===== src/rtl/hbdr_pkg.sv =====
`timescale 1ns / 1ps
`default_nettype none

package hbdr_pkg;

  localparam int unsigned DutyBits  = 8;
  localparam int unsigned PauseBits = 16;

  localparam logic [PauseBits-1:0] PauseReset = PauseBits'(50);

  typedef enum logic [3:0] {
    PhIdle  = 4'b0001,
    PhRamp  = 4'b0010,
    PhDown  = 4'b0100,
    PhPause = 4'b1000
  } ramp_phase_e;

  typedef enum logic {
    ActTick = 1'b0,
    ActCmd  = 1'b1
  } action_e;

  typedef struct packed {
    logic                action;
    logic [DutyBits-1:0] target_duty;
    logic                target_direction;
  } in_item_t;

  typedef struct packed {
    logic [DutyBits-1:0] right_high_duty;
    logic [DutyBits-1:0] left_high_duty;
    logic                left_low_on;
    logic                right_low_on;
    logic [DutyBits-1:0] present_duty;
    logic                present_direction;
    logic                busy_res;
  } out_item_t;

endpackage

`default_nettype wire


===== src/rtl/hbdr_core.sv =====
`timescale 1ns / 1ps
`default_nettype none

module hbdr_core (
  input  wire                              clk_i,
  input  wire                              rst_ni,
  input  wire                              step_i,
  input  wire hbdr_pkg::in_item_t          item_i,
  input  wire [hbdr_pkg::PauseBits-1:0]    pause_ticks_i,
  output hbdr_pkg::out_item_t              result_o
);
  import hbdr_pkg::*;

  logic [DutyBits-1:0]  duty_q, duty_d;
  logic                 dir_q, dir_d;
  logic [DutyBits-1:0]  active_q, active_d;
  logic [DutyBits-1:0]  saved_q, saved_d;
  logic                 pend_q, pend_d;
  ramp_phase_e          phase_q, phase_d;
  logic [PauseBits-1:0] pause_q, pause_d;
  logic                 low_q, low_d;

  always_comb begin
    duty_d   = duty_q;
    dir_d    = dir_q;
    active_d = active_q;
    saved_d  = saved_q;
    pend_d   = pend_q;
    phase_d  = phase_q;
    pause_d  = pause_q;
    low_d    = low_q;
    if (item_i.action == ActCmd) begin
      if (phase_q == PhDown || phase_q == PhPause) begin
        saved_d = item_i.target_duty;
        pend_d  = item_i.target_direction;
      end else if (item_i.target_direction != dir_q) begin
        saved_d  = item_i.target_duty;
        pend_d   = item_i.target_direction;
        active_d = '0;
        phase_d  = PhDown;
      end else begin
        active_d = item_i.target_duty;
        phase_d  = PhRamp;
      end
    end else begin
      unique case (phase_q)
        PhRamp: begin
          if (active_q > duty_q) begin
            low_d  = 1'b1;
            duty_d = duty_q + DutyBits'(1);
          end else if (active_q < duty_q) begin
            duty_d = duty_q - DutyBits'(1);
          end
          if (duty_d == active_q) phase_d = PhIdle;
          if (duty_d == '0) low_d = 1'b0;
        end
        PhDown: begin
          if (duty_q != '0) duty_d = duty_q - DutyBits'(1);
          if (duty_d == '0) begin
            low_d   = 1'b0;
            pause_d = '0;
            phase_d = PhPause;
          end
        end
        PhPause: begin
          if (pause_q < pause_ticks_i) begin
            pause_d = pause_q + PauseBits'(1);
          end else begin
            dir_d    = pend_q;
            active_d = saved_q;
            phase_d  = PhRamp;
          end
        end
        default: ;
      endcase
    end
  end

  always_ff @(posedge clk_i or negedge rst_ni) begin
    if (!rst_ni) begin
      duty_q   <= '0;
      dir_q    <= 1'b0;
      active_q <= '0;
      saved_q  <= '0;
      pend_q   <= 1'b0;
      phase_q  <= PhIdle;
      pause_q  <= '0;
      low_q    <= 1'b0;
    end else if (step_i) begin
      duty_q   <= duty_d;
      dir_q    <= dir_d;
      active_q <= active_d;
      saved_q  <= saved_d;
      pend_q   <= pend_d;
      phase_q  <= phase_d;
      pause_q  <= pause_d;
      low_q    <= low_d;
    end
  end

  always_comb begin
    result_o.right_high_duty   = dir_d ? duty_d : '0;
    result_o.left_high_duty    = dir_d ? '0 : duty_d;
    result_o.left_low_on       = low_d & dir_d;
    result_o.right_low_on      = low_d & ~dir_d;
    result_o.present_duty      = duty_d;
    result_o.present_direction = dir_d;
    result_o.busy_res          = (phase_d != PhIdle);
  end

  // low side never on at zero duty
  a_low_off_at_zero: assert property (@(posedge clk_i) disable iff (!rst_ni)
    (duty_q == '0) |-> !low_q)
    else $error("low side on at zero duty");

  a_pause_at_zero: assert property (@(posedge clk_i) disable iff (!rst_ni)
    (phase_q == PhPause) |-> (duty_q == '0))
    else $error("pause with nonzero duty");

  a_down_target_zero: assert property (@(posedge clk_i) disable iff (!rst_ni)
    (phase_q == PhDown) |-> (active_q == '0))
    else $error("ramp-down with nonzero target");

  a_idle_settled: assert property (@(posedge clk_i) disable iff (!rst_ni)
    (phase_q == PhIdle) |-> (duty_q == active_q))
    else $error("idle but duty not at target");

endmodule

`default_nettype wire


===== src/rtl/h_bridge_duty_ramp_with_reversal_top.sv =====
`timescale 1ns / 1ps
`default_nettype none

// Channel   Signals                           Beat
// in        in_valid_i/in_ready_o/in_data_i   one tick or command
// out       out_valid_o/out_ready_i/out_data_o one bridge drive result per item
// cfg       cfg_we_i/cfg_wdata_i              reverse pause tick count
//
// One item per clock unless in_ready_o is low; result appears the cycle after
// acceptance, from the core's next state captured in the output register.
// in_ready_o stays high while the output register is empty or being drained.
// Async active-low reset: duty 0, direction 0, idle, pause count register 50.

module h_bridge_duty_ramp_with_reversal_top (
  input  wire                           clk_i,
  input  wire                           rst_ni,
  input  wire                           in_valid_i,
  output logic                          in_ready_o,
  input  wire hbdr_pkg::in_item_t       in_data_i,
  output logic                          out_valid_o,
  input  wire                           out_ready_i,
  output hbdr_pkg::out_item_t           out_data_o,
  input  wire                           cfg_we_i,
  input  wire [hbdr_pkg::PauseBits-1:0] cfg_wdata_i
);
  import hbdr_pkg::*;

  logic [PauseBits-1:0] pause_ticks_q;
  logic                 out_valid_q;
  out_item_t            out_data_q;
  out_item_t            result;
  logic                 accept;

  assign in_ready_o = !out_valid_q || out_ready_i;
  assign accept     = in_valid_i && in_ready_o;

  hbdr_core u_core (
    .clk_i         (clk_i),
    .rst_ni        (rst_ni),
    .step_i        (accept),
    .item_i        (in_data_i),
    .pause_ticks_i (pause_ticks_q),
    .result_o      (result)
  );

  always_ff @(posedge clk_i or negedge rst_ni) begin
    if (!rst_ni) begin
      pause_ticks_q <= PauseReset;
    end else if (cfg_we_i) begin
      pause_ticks_q <= cfg_wdata_i;
    end
  end

  always_ff @(posedge clk_i or negedge rst_ni) begin
    if (!rst_ni) begin
      out_valid_q <= 1'b0;
    end else if (in_ready_o) begin
      out_valid_q <= in_valid_i;
    end
  end

  always_ff @(posedge clk_i) begin
    if (accept) begin
      out_data_q <= result;
    end
  end

  assign out_valid_o = out_valid_q;
  assign out_data_o  = out_data_q;

endmodule

`default_nettype wire


===== config.mk =====
export PLATFORM = sky130hd
export DESIGN_NAME = h_bridge_duty_ramp_with_reversal_top
export DESIGN_NICKNAME = d
export VERILOG_FILES = /design/src/rtl/hbdr_pkg.sv /design/src/rtl/hbdr_core.sv /design/src/rtl/h_bridge_duty_ramp_with_reversal_top.sv
export SDC_FILE = /design/constraint.sdc
export NUM_CORES = 1
export LEC_CHECK = 0
export ABC_CLOCK_PERIOD_IN_PS = 4750
export BUFFER_PORTS_ARGS = -buffer_cell sky130_fd_sc_hd__clkbuf_2
export CAP_MARGIN = 20
export CORE_ASPECT_RATIO = 1.5
export CORE_MARGIN = 4
export CORE_UTILIZATION = 50
export CTS_CLUSTER_SIZE = 14
export DETAILED_ROUTE_END_ITERATION = 12
export PLACE_DENSITY_LB_ADDON = 0.1
export SETUP_SLACK_MARGIN = 0.4
export SYNTH_ARGS = -nofsm -noshare
export SYNTH_HDL_FRONTEND = slang
export SYNTH_SLANG_ARGS = --single-unit

===== constraint.sdc =====
create_clock -name clk_i -period 4.75 [get_ports clk_i]
set_input_delay 0.475 -clock clk_i [delete_from_list [all_inputs] [get_ports clk_i]]
set_output_delay 0.475 -clock clk_i [all_outputs]
set_load 0.1 [all_outputs]

==> results of run 1 <==
[synth_stat cells (4+ instances only)]
cell type / number / share of area, %
nand2b_1: 5 / 0.60
or3_1: 9 / 1.1
nand2_1: 58 / 4.2
nor4_1: 5 / 0.60
nor3_1: 11 / 1.1
inv_1: 41 / 3.0
a22oi_1: 9 / 1.3
mux2_2: 11 / 2.4
xor2_1: 8 / 1.3
a221oi_1: 4 / 0.67
o211ai_1: 4 / 0.58
nor2_1: 44 / 3.2
nand4_1: 10 / 1.2
nand3_1: 14 / 1.3
nor2b_1: 5 / 0.60
a21oi_1: 37 / 3.6
and2_1: 5 / 0.60
clkbuf_1: 15 / 1.1
xnor2_1: 17 / 2.9
dfstp_2: 4 / 2.0
dfrtp_1: 60 / 29
and3_1: 5 / 0.60
a211oi_1: 7 / 1.0
edfxtp_1: 28 / 16
ha_1: 27 / 6.5
o21ai_0: 52 / 5.0
[state kept, by name, indices dropped and copies added, names as in the netlist, 4 cells and up]
name and flops:
u_core.duty_q 8, u_core.saved_q 8, u_core.phase_q 4, out_data_o 28
pause_ticks_q 16, u_core.pause_q 16, u_core.active_q 8
[how the worst max path moves through the flow]
stage | startpoint | endpoint | slack (ns)
floorplan | out_valid_o$_DFFE_PN0N_ | u_core.pend_q$_DFFE_PN0P_ | 1.11
global route | u_core.duty_q[0]$_DFFE_PN0P_ | u_core.pause_q[14]$_DFFE_PN0P_ | 0.82
finish | u_core.duty_q[7]$_DFFE_PN0P_ | out_data_o[10]$_DFFE_PP_ | 1.06
global placement | u_core.duty_q[0]$_DFFE_PN0P_ | u_core.pause_q[14]$_DFFE_PN0P_ | 1.24
detailed placement | u_core.duty_q[0]$_DFFE_PN0P_ | u_core.pause_q[12]$_DFFE_PN0P_ | 1.12
CTS | u_core.duty_q[0]$_DFFE_PN0P_ | u_core.pause_q[14]$_DFFE_PN0P_ | 1.08
[cells by family (layout without fill, tap and decap cells)]
group           count (synthesis)  after routing  synth area share, %
compound gates                144            144                 17.4
fa+ha+maj                      27             27                 6.50
simple gates                  185            185                 17.4
buf+inv                        61            123                 4.48
xor+xnor                       25             25                 4.21
mux                            14             14                 2.96
flops                          92             92                 47.1
[area by class of cell]
| class | count | area [µm²] |
|---|---|---|
| clock inverters | 7 | 51.3 |
| multi-input cells | 395 | 2520 |
| inverters | 42 | 158 |
| clock buffers | 9 | 225 |
| fillers | 930 | 4250 |
| flip-flops and latches | 92 | 2450 |
| well taps | 117 | 146 |
| repair buffers | 65 | 338 |
[through the flow]
stage	instances	utilization [%]	hold WS, ns	power, mW
floorplan	548	-	0.179	2.32
global route	727	58.1	0.0356	3.61
detailed placement	710	55.3	0.389	2.73
CTS	726	58.0	0.0258	3.41
finish	727	58.1	0.0290	3.43
global placement	710	55.3	0.387	2.72
[worst reg2reg max path, stage by stage (launching register included)]
cell      delay (ns)
dfrtp_1         0.54
inv_1           0.15
ha_1            0.36
nand4_1         0.24
a21o_1          0.29
a21oi_1         0.40
a22oi_1         0.27
xnor2_1         0.45
nand3b_1        0.18
o21ai_0         0.34
a221oi_1        0.19
[where the power goes]
part / leakage [nW] / total, mW / internal, mW / switching [mW]
sequential: 1.07 / 1.15 / 0.980 / 0.172
combinational: 1.38 / 1.60 / 0.499 / 1.10
clock: 0.129 / 0.676 / 0.358 / 0.318
[routing by layer]
layer | track usage, % | part of all wire [%] | wire [µm]
met1 | 26.0 | 37 | 5120
met2 | 43.7 | 54 | 7420
met3 | 3.13 | 4.0 | 545
met4 | 12.3 | 4.3 | 594
met5 | 0 | 0 | 0
==> impl_metrics.env, run 1 <==
export IMPL_finalNetCount=663
export IMPL_clk_pin_slew_worst_paths_ns=0.07
export IMPL_crit_path_max_fanout=11
export IMPL_finalHoldViolations=0
export IMPL_io_buffer_count=60
export IMPL_cts_buffer_depth=2
export IMPL_clock_skew_ns=0.00771
export IMPL_place_area_um2=5600
export IMPL_critical_path_arrival_ns=3.74
export IMPL_worstPathRequired_ns=4.80
export IMPL_overflow=0
export IMPL_path_buf_inv=1
export IMPL_status="finished clean"
export IMPL_post_cts_setup_buffers=0
export IMPL_yosysSeqAreaShare_pct=47.1
export IMPL_setup_viol=0
export IMPL_grt_pass1_vias=4473
export IMPL_end_kind="flop"
export IMPL_postSynth_asyncResetShare_pct=69.6
export IMPL_num_io_pins=61
export IMPL_first_iter_violations=236
export IMPL_grt_pass1_wl_mm=22.6
export IMPL_htree_levels=3
export IMPL_synth_warnings=0
export IMPL_vias_per_cell=6.04
export IMPL_antenna_found_initial=0
export IMPL_num_vias=4389
export IMPL_synth_distinct_cells=57
export IMPL_rsz0062_at_grt="false"
export IMPL_cts_sinks=92
export IMPL_path_depth=10
export IMPL_die_h_um=133
export IMPL_row_count=45
export IMPL_clk_latency_ns=0.34
export IMPL_slew_headroom_pct=47.3
export IMPL_clockRootBuffer="clkbuf_16"
export IMPL_cpPeakStageDelay_ns=0.54
export IMPL_synth_seq_cells=92
export IMPL_routabilityCongestion=1.05
export IMPL_die_width_um=91.3
export IMPL_post_route_min_period_ns=3.69
export IMPL_min_path_type="in2async"
export IMPL_synthToLayoutAreaGrowth_pct=13.2
export IMPL_synth_edf_count=28
export IMPL_rrSetupSlack_ns=1.06
export IMPL_design_area_um2=5890
export IMPL_cp_top_family="compound AO/OA/AOI/OAI gates"
export IMPL_critical_path_class="reg2reg"
export IMPL_syn_avg_cell_area_um2=9.49
export IMPL_syn_area_um2=5200
export IMPL_synthFlopType="dfrtp_1"
export IMPL_grt_max_degree=54
export IMPL_coreArea_um2=10100
export IMPL_drive_above_1_share_pct=17.0
export IMPL_ctsResizeCount=0
export IMPL_detail_route_wl_per_cell_um=18.8
export IMPL_mostFrequentLayoutCells="clkbuf_2 (60), dfrtp_1 (60), nand2_1 (58)"
export IMPL_fp_dieArea_um2=12100
export IMPL_cp_slowest_cell="dfrtp_1"
export IMPL_preCtsSetupSlack_ns=1.12
export IMPL_ant_nets=0
export IMPL_dr_pass1_iters=5
export IMPL_wl_mm=13.7
export IMPL_synth_cells=548
export IMPL_cts_inserted_buffers=9
export IMPL_fin_crit_sh_pct=77.6
export IMPL_reg2reg_from="u_core.duty_q[7]$_DFFE_PN0P_"
export IMPL_setup_tns_ns=0
export IMPL_cts_tree="done"
export IMPL_r2r_cells=10
export IMPL_synth_fp_nets=606
export IMPL_track_usage_pct=23.7
export IMPL_tightestPinTransition_ns=0.782
export IMPL_drv_slew=0
export IMPL_finalWorstSetupSlack_ns=1.06
export IMPL_hold_buffers=0
export IMPL_p_leak_nw=2.57
export IMPL_start_util_pct=51.3
export IMPL_n_antenna_cell=0
export IMPL_ir_drop_mv=0.232
export IMPL_critPathLaunchType="flop"
export IMPL_cap_violations=0
export IMPL_crit_path_cell_trace="inv_1 > ha_1 > nand4_1 > a21o_1 > a21oi_1 > a22oi_1 > xnor2_1 > nand3b_1 > o21ai_0 > a221oi_1"
export IMPL_rr_endpoint="out_data_o[10]$_DFFE_PP_"
export IMPL_powerDensity_nw_per_um2=582
export IMPL_drcViolationCount=0
export IMPL_max_freq_ghz=0.271
export IMPL_dp_hpwl_mm=10.3
No activity file was read; power rests on OpenSTA's default activity.
==> run 2: changes to the inputs <==
ABC_AREA = 1   (was default)
ABC_CLOCK_PERIOD_IN_PS = 3600   (was 4750)
clock period = 3.6 ns   (was 4.75 ns; I/O delays follow)
==> run 2 against run 1 <==
- global-route usage grew 0.65 points
- clock power up 38%
- synthesized area rose by 5.0%
- via count up 8.5%
- largest power group unchanged
- highest routed layer unchanged
==> impl_metrics.env, run 2 <==
export IMPL_die_width_um=93.3
export IMPL_slew_headroom_pct=47.8
export IMPL_cts_inserted_buffers=9
export IMPL_syn_avg_cell_area_um2=7.98
export IMPL_synthFlopType="dfrtp_1"
export IMPL_cts_sinks=92
export IMPL_finalHoldViolations=0
export IMPL_ant_nets=0
export IMPL_htree_levels=3
export IMPL_dr_max_layer_used="met4"
export IMPL_dp_cells=877
export IMPL_p_leak_nw=3.03
export IMPL_place_area_um2=5900
export IMPL_critical_path_arrival_ns=2.97
export IMPL_p_int_mw=2.55
export IMPL_num_io_pins=61
export IMPL_cts_tree="done"
export IMPL_drcViolationCount=0
export IMPL_mostFrequentLayoutCells="nand2_1 (166), inv_1 (90), nor2_1 (60), clkbuf_2 (60)"
export IMPL_cap_violations=0
export IMPL_swShare_pct=51.1
export IMPL_synth_cells=684
export IMPL_io_buffer_count=60
export IMPL_fin_util_pct=58.3
export IMPL_routabilityCongestion=1.02
export IMPL_synth_top_area_share_pct=27.5
export IMPL_layout_commonest_cell="nand2_1"
export IMPL_hold_buffers=0
export IMPL_track_usage_pct=24.3
export IMPL_met2_length_mm=7.87
export IMPL_critical_path_class="reg2reg"
export IMPL_postSynth_asyncResetShare_pct=69.6
export IMPL_synthToLayoutAreaGrowth_pct=13.7
export IMPL_setup_tns_ns=0
export IMPL_overflow=0
export IMPL_cts_buffer_depth=2
export IMPL_drv_slew=0
export IMPL_vias_per_cell=5.33
export IMPL_synth_fp_nets=742
export IMPL_die_h_um=136
export IMPL_clockRootBuffer="clkbuf_16"
export IMPL_setup_viol=0
export IMPL_yosys_area_top_type="dfrtp_1"
export IMPL_largest_reg_flops=28
export IMPL_min_path_type="in2async"
export IMPL_start_util_pct=51.3
export IMPL_power_frac_comb_pct=51.3
export IMPL_critPathLaunchType="flop"
export IMPL_drt_met1_wl_mm=5.15
export IMPL_grt_pass1_vias=4751
export IMPL_rsz0062_at_grt="false"
export IMPL_first_iter_violations=238
export IMPL_grt_pass1_wl_mm=23.5
export IMPL_ys_top_cells_by_count="nand2_1 (169), inv_1 (90), dfrtp_1 (60), nor2_1 (60), o21ai_0 (58)"
export IMPL_dp_hpwl_mm=11.3
export IMPL_met3_length_um=563
export IMPL_synth_warnings=0
export IMPL_wl_mm=14.4
export IMPL_finalPower_mw=5.21
export IMPL_antenna_found_initial=0
export IMPL_fp_dieArea_um2=12700
export IMPL_synth_seq_cells=92
export IMPL_syn_area_um2=5460
export IMPL_clk_pin_slew_worst_paths_ns=0.07
export IMPL_n_antenna_cell=0
export IMPL_ir_drop_mv=0.326
export IMPL_p_seq_share_pct=30.8
export IMPL_clock_skew_ns=0.00861
export IMPL_max_freq_ghz=0.346
export IMPL_fin_cells=893
export IMPL_crit_path_max_fanout=15
export IMPL_yosysSeqAreaShare_pct=44.8
export IMPL_end_kind="flop"
export IMPL_post_route_min_period_ns=2.89
export IMPL_status="finished clean"
export IMPL_tightestPinTransition_ns=0.777
export IMPL_dr_pass1_iters=5
export IMPL_synth_top_cells_by_area="dfrtp_1 (27%), edfxtp_1 (15%), nand2_1 (12%)"
export IMPL_drive_above_1_share_pct=16.3
export IMPL_synth_edf_count=28
export IMPL_grt_max_degree=42
export IMPL_coreArea_um2=10600
export IMPL_synth_distinct_cells=42
export IMPL_yosysMostFrequentCell="nand2_1"
export IMPL_powerDensity_nw_per_um2=839
export IMPL_detail_route_wl_per_cell_um=16.1
export IMPL_finalNetCount=802
export IMPL_design_area_um2=6210
export IMPL_power_share_clock_pct=18.0
export IMPL_fin_crit_sh_pct=80.3
export IMPL_worstPathRequired_ns=3.68
export IMPL_num_vias=4761
export IMPL_p_sw_mw=2.66
export IMPL_clk_latency_ns=0.35
export IMPL_row_count=46
==> run 2: changes by cell type in the layout (fill, tap and decap cells not counted), sizes merged, moves of 6 or more <==
cell	change
o21ai	+8
nand3	+42
or3	-9
inv	+55
a211oi	-7
nand2	+115
mux2	-11
nor2	+19
a22oi	-8
xnor2	-14
o31ai	+6
==> run 2: kinds of logic (layout without fill, tap and decap cells) <==
group,after synthesis,in the layout,share of synthesized area [%]
AND/OR/NAND/NOR,322,322,26.0
AO/OA/AOI/OAI,115,115,12.3
buffers and inverters,112,177,8.11
flip-flops,92,92,44.8
XOR/XNOR,16,16,2.57
adder cells (fa/ha/maj),27,27,6.19
==> run 2: final cells by class <==
type	instances	area, µm²
fillers	1002	4440
flip-flops and latches	92	2450
inverters	97	365
repair buffers	64	330
clock buffers	9	225
clock inverters	7	70.1
well taps	144	180
multi-input cells	480	2590
==> run 2: worst paths after layout <==
| kind | slack [ns] | cells past startpoint | start | end |
|---|---|---|---|---|
| worst max-delay path | 0.71 | 14 | u_core.duty_q[5]$_DFFE_PN0P_ | out_data_o[11]$_DFFE_PP_ |
| worst min-delay path | 0.05 | 1 | rst_ni | u_core.duty_q[3]$_DFFE_PN0P_ |
| worst max register to register | 0.71 | 14 | u_core.duty_q[5]$_DFFE_PN0P_ | out_data_o[11]$_DFFE_PP_ |
| worst min register to register | 0.50 | 2 | pause_ticks_q[1]$_DFFE_PN1P_ | pause_ticks_q[1]$_DFFE_PN1P_ |
| max in group asynchronous | 2.52 | 2 | rst_ni | u_core.duty_q[7]$_DFFE_PN0P_ |
| min in group clk_i | 0.21 | 3 | cfg_wdata_i[4] | pause_ticks_q[4]$_DFFE_PN1P_ |
==> run 2: routing by layer <==
| layer | up-vias | global-route usage, % |
|---|---|---|
| met2 | 151 | 44.8 |
| li1 | 2370 | - |
| met5 | - | 0 |
| met4 | 0 | 14.8 |
| met1 | 2182 | 25.2 |
| met3 | 58 | 3.93 |
==> run 2: worst max-delay path, stage by stage (launching register included) <==
cell      delay (ns)
dfrtp_2         0.47
inv_2           0.17
ha_1            0.28
a21oi_1         0.14
nor2_1          0.05
nor2_1          0.24
nand2_4         0.17
inv_1           0.16
nand2_1         0.09
nand3_1         0.16
nand2_1         0.11
nor3_2          0.17
nand3_1         0.15
a21boi_1        0.20
nor2_1          0.06
==> run 2: per-stage QoR <==
stage | setup WS (ns) | hold WS [ns]
finish | 0.710 | 0.0540
global route | 0.411 | 0.0958
CTS | 0.456 | 0.0636
detailed placement | 0.458 | 0.436
global placement | 0.509 | 0.435
floorplan | 0.552 | 0.0644
==> run 2: power by group through the flow <==
stage	Combinational [mW]	Clock, mW	Sequential, mW
finish	2.67	0.936	1.60
global route	2.96	1.00	1.63
CTS	2.61	0.951	1.60
detailed placement	2.60	0	1.62
global placement	2.57	0	1.61
floorplan	1.54	0	2.04
==> run 2: repair_timing <==
| item | CTS | global route |
|---|---|---|
| endpoints found under the setup margin | 0 | 7 |
| resized for setup | 0 | 7 |
| setup buffers | 0 | 0 |
==> run 3: changes to the inputs <==
ABC_AREA = 0   (was 1)
ABC_CLOCK_PERIOD_IN_PS = 2700   (was 3600)
clock period = 2.7 ns   (was 3.6 ns; I/O delays follow)
==> run 3 against run 2 <==
- die area fell by 4.4%
- global-route usage rose by 1.9 points
- power rose by 66%
- sequential cell count did not move
- worst hold slack improved by 0.058 ns
- via count rose by 4.6%
- count of clock-buffer cells in the layout did not move
- combinational power rose by 110%
- the run now ends with negative setup slack left
- critical endpoint is now out_data_o[10]$_DFFE_PP_
- worst setup slack got worse by 0.87 ns
==> impl_metrics.env, run 3 (synthesized netlist as in run 1, its figures left out) <==
export IMPL_status="finished with violations"
export IMPL_failed_checks="negative setup slack"
export IMPL_fp_dieArea_um2=12100
export IMPL_p_leak_nw=3.44
export IMPL_track_usage_pct=26.2
export IMPL_io_buffer_count=60
export IMPL_grt_max_degree=65
export IMPL_antenna_found_initial=0
export IMPL_detail_route_wl_per_cell_um=18.9
export IMPL_cts_buffer_depth=2
export IMPL_dp_hpwl_mm=11.5
export IMPL_layout_commonest_cell="buf_4"
export IMPL_rrSetupSlack_ns=-0.16
export IMPL_slew_headroom_pct=43.5
export IMPL_fin_util_pct=78.9
export IMPL_setup_viol=45
export IMPL_synthToLayoutAreaGrowth_pct=53.8
export IMPL_finalPower_mw=8.67
export IMPL_crit_path_max_fanout=4
export IMPL_end_kind="flop"
export IMPL_dr_pass1_iters=4
export IMPL_clk_pin_slew_worst_paths_ns=0.07
export IMPL_grt_pass1_vias=5130
export IMPL_htree_levels=3
export IMPL_num_io_pins=61
export IMPL_cts_sinks=92
export IMPL_design_area_um2=8000
export IMPL_ir_drop_mv=0.792
export IMPL_routabilityCongestion=0.908
export IMPL_clock_skew_ns=0.00692
export IMPL_cap_violations=0
export IMPL_wl_mm=16.2
export IMPL_cts_tree="done"
export IMPL_cts_inserted_buffers=9
export IMPL_drive_above_1_share_pct=49.9
export IMPL_finalHoldViolations=0
export IMPL_tightestPinTransition_ns=0.848
export IMPL_die_h_um=133
export IMPL_first_iter_violations=196
export IMPL_reg2reg_from="u_core.active_q[3]$_DFFE_PN0P_"
export IMPL_grt_pass1_wl_mm=25.0
export IMPL_overflow=0
export IMPL_drcViolationCount=0
export IMPL_rsz0062_at_grt="true"
export IMPL_rr_endpoint="out_data_o[10]$_DFFE_PP_"
export IMPL_finalWorstSetupSlack_ns=-0.161
export IMPL_coreArea_um2=10100
export IMPL_critical_path_arrival_ns=2.94
export IMPL_critPathLaunchType="flop"
export IMPL_finalNetCount=794
export IMPL_min_path_type="in2async"
export IMPL_die_width_um=91.3
export IMPL_critical_path_class="reg2reg"
export IMPL_r2r_cells=11
export IMPL_start_util_pct=51.3
export IMPL_ant_nets=0
export IMPL_num_vias=4978
export IMPL_vias_per_cell=5.80
export IMPL_clk_latency_ns=0.35
export IMPL_fillers=626
export IMPL_clockRootBuffer="clkbuf_16"
export IMPL_mostFrequentLayoutCells="buf_4 (106), clkbuf_2 (60), dfrtp_1 (58)"
export IMPL_row_count=45
export IMPL_max_freq_ghz=0.350
export IMPL_worstPathRequired_ns=2.78
export IMPL_drv_slew=0
export IMPL_fin_crit_sh_pct=106
export IMPL_post_route_min_period_ns=2.86
export IMPL_powerDensity_nw_per_um2=1080
export IMPL_n_antenna_cell=0
export IMPL_largest_reg_flops=28
export IMPL_place_area_um2=6620
==> run 3: changes by cell type in the layout (fill, tap and decap cells not counted), sizes merged, moves of 8 or more <==
cell	previous run	this run
xnor2	3	17
buf	4	135
nand2	173	58
inv	99	43
mux2	0	11
a22oi	1	9
or3	0	9
o21ai	60	52
nor2	64	45
nand3	57	15
==> run 3: critical path: stages, from the launching register on <==
cell and delay, ns:
dfrtp_1 0.43, ha_1 0.37, o211ai_1 0.14, buf_4 0.16
a21o_4 0.23, a21oi_4 0.18, a22oi_2 0.11, xnor2_2 0.31
buf_4 0.17, nand3b_1 0.17, o21ai_4 0.23, a221oi_2 0.11
==> run 3: what timing repair did <==
action / in CTS / in global routing
endpoints found under the hold margin: 0 / 0
hold buffers: 0 / 0
pin swaps: 53 / 40
resized for setup: 109 / 78
setup endpoints to repair: 74 / 75
cloned: 0 / 1
setup buffers: 19 / 11
==> run 3: worst max path at each step <==
stage          cells past startpoint                              to                            from  slack, ns
2_1_floorplan                     12  u_core.pause_q[12]$_DFFE_PN0P_    u_core.duty_q[0]$_DFFE_PN0P_      -0.13
3_3_place_gp                      12        out_data_o[10]$_DFFE_PP_    pause_ticks_q[1]$_DFFE_PN1P_      -0.27
3_5_place_dp                      12  u_core.pause_q[12]$_DFFE_PN0P_    u_core.duty_q[1]$_DFFE_PN0P_      -0.36
4_1_cts                           11  u_core.pause_q[15]$_DFFE_PN0P_    pause_ticks_q[1]$_DFFE_PN1P_      -0.17
5_1_grt                           14        out_data_o[10]$_DFFE_PP_    u_core.duty_q[1]$_DFFE_PN0P_      -0.28
6_report                          11        out_data_o[10]$_DFFE_PP_  u_core.active_q[3]$_DFFE_PN0P_      -0.16
==> run 3: power by group <==
part / internal, mW / switching (mW) / leakage (nW)
clock network: 0.722 / 0.553 / 0.141
registers: 1.73 / 0.170 / 1.07
logic: 2.46 / 3.03 / 2.23
==> run 3: area by class of cell <==
class | instances | area (µm²) | share of cell area, %
Clock buffer | 9 | 225 | 2.82
Clock inverter | 7 | 73.8 | 0.923
Inverter | 42 | 171 | 2.14
Tap cell | 117 | 146 | 1.83
Multi-Input combinational cell | 395 | 3450 | 43.1
Sequential cell | 92 | 2450 | 30.7
Timing Repair Buffer | 196 | 1480 | 18.5
==> run 3: metrics by stage <==
step | setup WS [ns] | std cells | setup TNS (ns) | hold slack, ns
2_1_floorplan | -0.125 | 548 | -0.559 | -0.0256
3_3_place_gp | -0.266 | 811 | -3.68 | 0.473
3_5_place_dp | -0.362 | 811 | -5.31 | 0.483
4_1_cts | -0.170 | 846 | -3.57 | 0.123
5_1_grt | -0.285 | 858 | -8.65 | 0.136
6_report | -0.161 | 858 | -3.82 | 0.112
==> run 3: layer usage <==
| layer | routed length (µm) | up-vias | global-route usage [%] |
|---|---|---|---|
| li1 | - | 2360 | - |
| met1 | 5790 | 2428 | 26.8 |
| met2 | 9090 | 130 | 50.1 |
| met3 | 456 | 60 | 3.07 |
| met4 | 856 | 0 | 15.4 |
| met5 | 0 | - | 0 |
